File: config.mk
export PLATFORM = sky130hd
export DESIGN_NAME = mrsq_point
export DESIGN_NICKNAME = d
export VERILOG_FILES = /design/src/sv/mrsq_pkg.sv /design/src/sv/mrsq_point.sv
export SDC_FILE = /design/constraint.sdc
export NUM_CORES = 2
export LEC_CHECK = 0
export BUFFER_PORTS_ARGS = -buffer_cell sky130_fd_sc_hd__buf_2
export CORE_MARGIN = 5
export CORE_UTILIZATION = 30
export DETAILED_ROUTE_END_ITERATION = 10
export HOLD_SLACK_MARGIN = 0.08
export PLACE_DENSITY_LB_ADDON = 0.3
export SKIP_LAST_GASP = 1
export SLEW_MARGIN = 10
export SYNTH_ARGS = -nofsm -noshare
export SYNTH_HDL_FRONTEND = slang
export SYNTH_SLANG_ARGS = --single-unit
File: constraint.sdc
create_clock -name clock -period 14.7 [get_ports clock]
set_input_delay 2.94 -clock clock [delete_from_list [all_inputs] [get_ports clock]]
set_output_delay 2.94 -clock clock [all_outputs]
set_load 0.03 [all_outputs]
File: src/sv/mrsq_pkg.sv
// ----------------------------------------------------------------------------
// mrsq_pkg
// shared types, constants and the segment table of the isoline core
// ----------------------------------------------------------------------------
`default_nettype none

package mrsq_pkg;

   localparam int MaxLine    = 1024;
   localparam int SampleBits = 16;
   localparam int FracBits   = 8;
   localparam int AddrBits   = $clog2(MaxLine);
   localparam int CoordBits  = 30;
   localparam int DivBits    = 5 + SampleBits + FracBits;
   localparam int CntBits    = $clog2(DivBits);
   localparam int ProdBits   = CoordBits + 16;

   localparam logic [9:0] LineCountLimit = 10'd1023;

   // register indexes
   localparam logic [1:0] REG_LEVEL     = 2'd0;
   localparam logic [1:0] REG_CELL_SIZE = 2'd1;
   localparam logic [1:0] REG_SCALE     = 2'd2;

   // cell edges
   localparam logic [1:0] E_LEFT   = 2'd0;
   localparam logic [1:0] E_TOP    = 2'd1;
   localparam logic [1:0] E_RIGHT  = 2'd2;
   localparam logic [1:0] E_BOTTOM = 2'd3;

   typedef logic signed [SampleBits-1:0] sample_type;
   typedef logic [SampleBits-1:0]        mag_type;
   typedef logic [CoordBits-1:0]         coord_type;

   typedef struct packed {
      logic       start;
      logic [1:0] edge_sel;
      mag_type    a;
      mag_type    b;
      mag_type    c;
      mag_type    d;
      logic [9:0] x0;
      logic [9:0] y0;
   } pt_req_type;

   typedef struct packed {
      logic      done;
      coord_type px;
      coord_type py;
   } pt_rsp_type;

   function automatic mag_type magnitude(input logic [SampleBits-1:0] s);
      mag_type m;
      m = s[SampleBits-1] ? mag_type'(~s + 1'b1) : s;
      return m;
   endfunction

   function automatic logic [1:0] seg_count(input logic [3:0] code);
      logic [1:0] n;
      case (code)
         4'd0, 4'd15: n = 2'd0;
         4'd5, 4'd10: n = 2'd2;
         default:     n = 2'd1;
      endcase
      return n;
   endfunction

   // edge of segment k, side 0 start and side 1 end
   function automatic logic [1:0] seg_edge(input logic [3:0] code, input logic k,
                                           input logic side);
      logic [1:0] e;
      unique case (code)
         4'd1, 4'd14: e = side ? E_TOP : E_LEFT;
         4'd2, 4'd13: e = side ? E_RIGHT : E_TOP;
         4'd3, 4'd12: e = side ? E_RIGHT : E_LEFT;
         4'd4, 4'd11: e = side ? E_BOTTOM : E_RIGHT;
         4'd6, 4'd9:  e = side ? E_BOTTOM : E_TOP;
         4'd7, 4'd8:  e = side ? E_BOTTOM : E_LEFT;
         4'd5:        e = k ? (side ? E_RIGHT : E_TOP) : (side ? E_BOTTOM : E_LEFT);
         4'd10:       e = k ? (side ? E_BOTTOM : E_RIGHT) : (side ? E_TOP : E_LEFT);
         default:     e = E_LEFT;
      endcase
      return e;
   endfunction

endpackage

`default_nettype wire

File: src/sv/mrsq_point.sv
// ----------------------------------------------------------------------------
// mrsq_point
// one segment endpoint: edge interpolation by restoring division, then scale
// ----------------------------------------------------------------------------
`default_nettype none

module mrsq_point (
   input  wire logic                 clock,
   input  wire logic                 reset,
   input  wire mrsq_pkg::pt_req_type pt_req,
   input  wire logic [14:0]          level,
   input  wire logic [4:0]           cell_size,
   input  wire logic [15:0]          scale_q8,
   output mrsq_pkg::pt_rsp_type      pt_rsp
);
   import mrsq_pkg::*;

   localparam logic [2:0] P_IDLE = 3'd0;
   localparam logic [2:0] P_DIV  = 3'd1;
   localparam logic [2:0] P_CRD  = 3'd2;
   localparam logic [2:0] P_MULX = 3'd3;
   localparam logic [2:0] P_MULY = 3'd4;
   localparam logic [2:0] P_DONE = 3'd5;

   logic [2:0]          state_ff, state_in;
   logic [DivBits-1:0]  quo_ff;
   mag_type             rem_ff;
   mag_type             den_ff;
   logic                dz_ff;
   logic [CntBits-1:0]  cnt_ff;
   logic [1:0]          eg_ff;
   logic [22:0]         bx_ff, by_ff;
   logic [12:0]         full_ff;
   coord_type           cx_ff, cy_ff, px_ff, py_ff;

   mag_type             vp, vq, lvl, num, den;
   logic [SampleBits:0] trial;
   logic                qbit;
   logic [DivBits-1:0]  off;
   coord_type           mul_a;
   logic [ProdBits-1:0] prod;
   logic [ProdBits-9:0] shifted;
   coord_type           sat;

   always_comb begin
      lvl = mag_type'(level);
      unique case (pt_req.edge_sel)
         E_LEFT:  begin vp = pt_req.d; vq = pt_req.a; end
         E_TOP:   begin vp = pt_req.a; vq = pt_req.b; end
         E_RIGHT: begin vp = pt_req.c; vq = pt_req.b; end
         default: begin vp = pt_req.d; vq = pt_req.c; end
      endcase
      if (vp <= lvl) begin
         num = lvl - vp;
         den = (vq > vp) ? vq - vp : '0;
      end else begin
         num = vp - lvl;
         den = (vp > vq) ? vp - vq : '0;
      end
   end

   always_comb begin
      trial = {rem_ff, quo_ff[DivBits-1]};
      qbit  = trial >= {1'b0, den_ff};
      off   = dz_ff ? '0 : quo_ff;
      mul_a = (state_ff == P_MULX) ? cx_ff : cy_ff;
      prod  = mul_a * scale_q8;
      shifted = prod[ProdBits-1:8];
      sat   = (shifted[ProdBits-9:CoordBits] != '0) ? '1 : shifted[CoordBits-1:0];
   end

   always_comb begin
      state_in = state_ff;
      unique case (state_ff)
         P_IDLE: if (pt_req.start) state_in = P_DIV;
         P_DIV:  if (cnt_ff == '0) state_in = P_CRD;
         P_CRD:  state_in = P_MULX;
         P_MULX: state_in = P_MULY;
         P_MULY: state_in = P_DONE;
         P_DONE: state_in = P_IDLE;
         default: state_in = P_IDLE;
      endcase
   end

   always_ff @(posedge clock) begin
      if (reset) begin
         state_ff <= P_IDLE;
      end else begin
         state_ff <= state_in;
      end
   end

   always_ff @(posedge clock) begin
      unique case (state_ff)
         P_IDLE: begin
            if (pt_req.start) begin
               quo_ff  <= {(DivBits-FracBits)'(num) * (DivBits-FracBits)'(cell_size),
                           FracBits'(0)};
               rem_ff  <= '0;
               den_ff  <= den;
               dz_ff   <= den == '0;
               cnt_ff  <= CntBits'(DivBits - 1);
               eg_ff   <= pt_req.edge_sel;
               bx_ff   <= {15'(pt_req.x0) * 15'(cell_size), FracBits'(0)};
               by_ff   <= {15'(pt_req.y0) * 15'(cell_size), FracBits'(0)};
               full_ff <= {cell_size, FracBits'(0)};
            end
         end
         P_DIV: begin
            rem_ff <= qbit ? mag_type'(trial - {1'b0, den_ff}) : trial[SampleBits-1:0];
            quo_ff <= {quo_ff[DivBits-2:0], qbit};
            cnt_ff <= cnt_ff - 1'b1;
         end
         P_CRD: begin
            unique case (eg_ff)
               E_LEFT: begin
                  cx_ff <= coord_type'(bx_ff);
                  cy_ff <= coord_type'(by_ff) + coord_type'(off);
               end
               E_TOP: begin
                  cx_ff <= coord_type'(bx_ff) + coord_type'(off);
                  cy_ff <= coord_type'(by_ff) + coord_type'(full_ff);
               end
               E_RIGHT: begin
                  cx_ff <= coord_type'(bx_ff) + coord_type'(full_ff);
                  cy_ff <= coord_type'(by_ff) + coord_type'(off);
               end
               default: begin
                  cx_ff <= coord_type'(bx_ff) + coord_type'(off);
                  cy_ff <= coord_type'(by_ff);
               end
            endcase
         end
         P_MULX: px_ff <= sat;
         P_MULY: py_ff <= sat;
         default: ;
      endcase
   end

   assign pt_rsp.done = state_ff == P_DONE;
   assign pt_rsp.px   = px_ff;
   assign pt_rsp.py   = py_ff;

`ifndef SYNTHESIS
   a_start_idle: assert property (@(posedge clock) disable iff (reset)
      pt_req.start |-> state_ff == P_IDLE)
      else $error("point start while busy");
   a_div_to_crd: assert property (@(posedge clock) disable iff (reset)
      (state_ff == P_DIV && cnt_ff == '0) |=> state_ff == P_CRD)
      else $error("division did not finish");
   a_done_pulse: assert property (@(posedge clock) disable iff (reset)
      pt_rsp.done |=> !pt_rsp.done)
      else $error("done longer than one cycle");
`endif

endmodule

`default_nettype wire

# --- Yosys cells after proc, flatten, opt, wreduce, memory -nomap -nowiden ---
# Cells that the tools add are included.
word_totals:
  regBits: 227
op_classes:
  add_sub_neg: 10
  n_mul: 4
  magnitude_cmp: 4
  eq_ne: 11
  mux: 21
  n_reduce_logical: 12
ops:
  columns: ["operator", "count"]
  rows:
  - ["case mux 30 bit (2 select lines)", 2]
  - ["two-way mux 16 bit", 6]
  - ["case mux 16 bit (2 select lines)", 3]
  - ["adder 23 x 29 -> 30 bit", 2]
  - ["two-way mux 30 bit", 2]
  - ["two-way mux 29 bit", 2]
  - ["case mux 29 bit (2 select lines)", 1]
  - ["adder 23 x 13 -> 24 bit", 2]
  - ["subtractor 16 bit", 3]
  - ["multiplier 30 x 16 -> 46 bit", 1]
  - ["greater-than comparator 16 bit", 2]
  - ["multiplier 10 x 5 -> 15 bit", 2]
  - ["multiplier 16 x 5 -> 21 bit", 1]
  - [">= comparator 17 x 16 -> 1 bit", 1]
  - ["<= comparator 16 x 15 -> 1 bit", 1]
  - ["logical NOT 16 bit", 1]
  - ["subtractor 15 x 16 -> 16 bit", 1]
  - ["subtractor 16 x 15 -> 16 bit", 1]
  - ["case mux 3 bit (5 select lines)", 1]
  - ["case mux 5 bit (2 select lines)", 1]
  - ["nonzero test 8 bit", 1]
  - ["== test 3 x 2 -> 1 bit (second input constant)", 2]
  - ["== test 3 bit (second input constant)", 2]
  - ["two-way mux 3 bit", 2]
  - ["other kinds (12)", 19]

# --- Depth between registers and ports, before layout ---
depth:
  ltp_word: 7
  mapped_depth: 38
  mapped_depth_nobuf: 34

# --- Worst setup path before layout ---
# OpenSTA, ideal clock, no wires.
synth_path:
  kind: "input to register"
  from: "input pt_req[84] (netlist bit)"
  to: "register quo_ff[28], data pin"
  arrival_time_ps: 10955
  required_ps: 14430
  setup_slack_ps: 3474
  cell_stages: 35
  path_cell_list: "inv_1 ha_1 clkbuf_1 clkbuf_1 buf_1 a21oi_1 ha_1 buf_2 nand4_1 or3_1 nor2_1 o21ai_1 a31oi_1 clkbuf_1 clkbuf_1 mux2i_1 xor2_1 nand2_1 fa_1 fa_1 fa_1 inv_1 ha_1 a21o_1 a21oi_1 o21bai_1 a31o_2 a41oi_1 a2111oi_0 o31ai_1 nand2b_1 a21o_1 a21oi_1 xnor2_1 a21oi_1"
synth_via:
  elab_chain_cells: 7
  word_cells_on_any_way: 10
synth_rtl:
  columns: ["element", "line_no", "text"]
  rows:
  - ["start, declared", "mrsq_point.sv:10", "input wire mrsq_pkg::pt_req_type pt_req,"]
  - ["== test 2 bit or == test 2 x 1 -> 1 bit (tied branches)", "mrsq_point.sv:47", "unique case (pt_req.edge_sel)"]
  - ["case mux 16 bit (2 select lines) (*)", "mrsq_point.sv:47", null]
  - ["subtractor 16 x 15 -> 16 bit (tied with other cells)", "mrsq_point.sv:57", "num = vp - lvl;"]
  - ["two-way mux 16 bit (*)", "mrsq_point.sv:53", "if (vp <= lvl) begin"]
  - ["multiplier 16 x 5 -> 21 bit (*)", "mrsq_point.sv:97", "quo_ff <= {(DivBits-FracBits)'(num) * (DivBits-FracBits)'(cell_size),"]
  - ["two-way mux 29 bit (*)", "mrsq_point.sv:96", "if (pt_req.start) begin"]
  - ["case mux 29 bit (2 select lines) (*)", "mrsq_point.sv:94", "unique case (state_ff)"]
  - ["end signal, assigned", "mrsq_point.sv:97", null]
  - ["end signal, assigned", "mrsq_point.sv:111", "quo_ff <= {quo_ff[DivBits-2:0], qbit};"]
  - ["end, declared", "mrsq_point.sv:26", "logic [DivBits-1:0] quo_ff;"]
# Every way passes the cells marked *; elsewhere a longest branch is shown, timed or not. The select of a mux whose other input is x is not followed.
# A chain may end at the register's enable or synchronous reset.

# --- Worst setup path after layout ---
layout_path:
  from: "input pt_req[85] (netlist bit)"
  to: "register quo_ff[28], data pin"
# Same word-level chain as after synthesis.

==> impl_metrics.yaml <==
status:
  outcome: "finished, final reports clean"
place:
  place.gp.congestion: 0.8912
  dpl-instance-area_mm2: 0.03769
  dpl.hpwl_um: 72080
  numPortBuffers: 185
synthesis:
  synth_top_cell_by_area: "fa_1"
  yosys_warnings: 0
  yosysSeqAreaShare_pct: 19.27
  synth_cells: 3915
  synth_commonest_cells: "inv_1 (652), nand2_1 (564), fa_1 (488)"
  ys_seq_elements: 227
  synth_top_area_share_pct: 27.74
  synthFlopType: "edfxtp_1"
  ys_async_sr_fraction_pct: 0
  synth.area.top_cells: "fa_1 (28%), edfxtp_1 (19%), ha_1 (11%)"
  synth_cell_types: 69
  synth.most_common_cell: "inv_1"
  synth_nets: 4841
  synth_area_per_cell_um2: 8.997
  synth_area_mm2: 0.03522
  synth_edf_count: 224
worst_hold_path:
  hold_path_class: "reg -> reg"
die:
  start_util_pct: 30.27
  coreArea_mm2: 0.1164
  dieWidth_um: 352.7
  rows: 125
  die_h_um: 352.7
  die-area_mm2: 0.1244
  io_pins: 186
setup_path:
  slowest_stage: "fa_1"
  crit_start: "pt_req[85]"
  reg2reg_from: "state_ff[1]"
  reg2reg_to: "px_ff[23]"
  arrival_ns: 11.24
  crit_fanout: 22
  crit_path_start_kind: "input pin"
  r2r_cells: 30
  critical-path-max-stage-delay_ns: 0.58
  end_kind: "flop"
  crit_end: "quo_ff[28]"
  path_common_cell: "a21oi_1"
  criticalPathCategory: "in -> reg"
  required_ns: 15.03
  rrSetupSlack_ns: 4.29
sta:
  setup-violations-final: 0
  final.min_clock_period_ns: 10.91
  slew_violations: 0
  max_freq_mhz: 91.62
  max_slew_margin_pct: 24.85
  hold_viol: 0
  setup_tns_ns: 0
  rsz0062_at_grt: "no"
  fin_skew_ns: 0.01724
  worstMarginPinSlew_ns: 1.125
  timing.final.crit_share_pct: 74.25
  hold_slack_ns: 0.5481
clock_tree:
  root_buffer: "clkbuf_16"
  clock_latency_ns: 0.61
  cts_tree: "yes"
  clock_path_buffers: 3
  cts-buffers-inserted: 29
  cts.sinks: 227
  cts_setup_buffers: 0
  htreeDepth: 1
  postCtsHoldBufs: 0
  cts_resized: 0
  clk_pin_slew_worst_paths_ns: 0.06
global_route:
  grt_pass1_wl_um: 150900
  grt_pass1_vias: 27540
  antenna_found_initial: 6
  grt_max_degree: 77
  gr-total-overflow: 0
  track_usage_pct: 14.79
finish:
  num-fill-cells: 12190
  fin_util_pct: 33.25
  finalInstanceArea_mm2: 0.03868
  nets: 4922
  area.sequential_mm2: 0.006787
  area_growth_pct: 9.829
  multi_input_area_mm2: 0.02539
  drive_gt1_share_pct: 7.340
drt:
  first_pass_iters: 5
  via_count: 26340
  drtIter0Drc: 1451
  vias_per_cell: 4.750
  antenna_left: 0
  wl_um: 91320
  drc: 0
  wire_per_inst_um: 16.47
job:
  maxCapViolations: 0
pwr:
  leakage_uw: 0.01823
  p_total_uw: 6717
  p_per_area_mw_per_mm2: 173.6
  peakVddDrop_mv: 0.1916
[critical path, delay by kind of cell]
kind                     cells  cell delay (ns)
AO/OA/AOI/OAI               16             3.47
XOR/XNOR                     2             0.52
adder cells (fa/ha/maj)      6             2.79
buffers and inverters        5             0.78
multiplexers                 1             0.20
AND/OR/NAND/NOR              4             0.52
[layout make-up]
type | count | share of cell area, %
Timing Repair Buffer | 216 | 2.995
Multi-Input combinational cell | 2870 | 65.63
Tap cell | 1524 | 4.929
Clock buffer | 30 | 1.886
Sequential cell | 227 | 17.54
Antenna cell | 1 | 0.006469
Inverter | 652 | 6.326
Clock inverter | 24 | 0.6792
[where the power goes]
group	internal, µW	switching (µW)	total [µW]
registers	876	66.7	943
logic	2080	2950	5030
clock network	436	309	745
total	3390	3320	6720
[worst min path at each step]
stage | start | end | slack (ns) | cells after the start
finish | quo_ff[10] | quo_ff[11] | 0.55 | 2
global route | quo_ff[3] | quo_ff[4] | 0.59 | 1
CTS | quo_ff[10] | quo_ff[11] | 0.55 | 2
detailed placement | quo_ff[10] | quo_ff[11] | 0.54 | 2
global placement | quo_ff[10] | quo_ff[11] | 0.54 | 2
floorplan | quo_ff[10] | quo_ff[11] | 0.50 | 2
[flip-flops by register name (all words and copies together), names as in the netlist]
register  count
cx_ff        30
cy_ff        30
px_ff        30
py_ff        30
quo_ff       29
den_ff       16
rem_ff       16
bx_ff        15
by_ff        15
cnt_ff        5
full_ff       5
state_ff      3
eg_ff         2
dz_ff         1
[layout by cell type (no fill, tap or decap), drive strengths merged, types with 30 or more instances in the layout]
cell	Yosys	routed
a21o	84	84
a21oi	197	197
a22oi	36	36
and2	338	338
buf	14	216
clkbuf	152	30
edfxtp	224	224
fa	488	488
ha	313	313
inv	652	656
nand2	564	564
nand3	32	32
nor2	155	155
nor2b	73	73
nor3	33	33
o21ai	104	104
xnor2	99	99
xor2	48	48
[layer usage]
layer / up-vias / global-route usage, % / share of wire, %
met5: - / 0 / 0.014
met4: 2 / 2.411 / 1.4
met3: 74 / 1.975 / 4.6
met2: 515 / 25.77 / 48
met1: 13080 / 19.94 / 46
li1: 12670 / - / -
[cells by family after synthesis]
group | count (synthesis) | synth area share [%]
mux | 33 | 0.9520
fa+ha+maj | 801 | 38.85
xor+xnor | 147 | 3.655
simple gates | 1309 | 18.03
compound gates | 580 | 10.51
flops | 227 | 19.27
buf+inv | 818 | 8.732
[per-stage QoR]
step           setup WS, ns  cells
2_1_floorplan         3.474   3915
3_3_place_gp          3.284   5489
3_5_place_dp          3.173   5489
4_1_cts               3.811   5543
5_1_grt               3.236   5543
6_report              3.785   5544
Power figures use the tool's default switching activity.
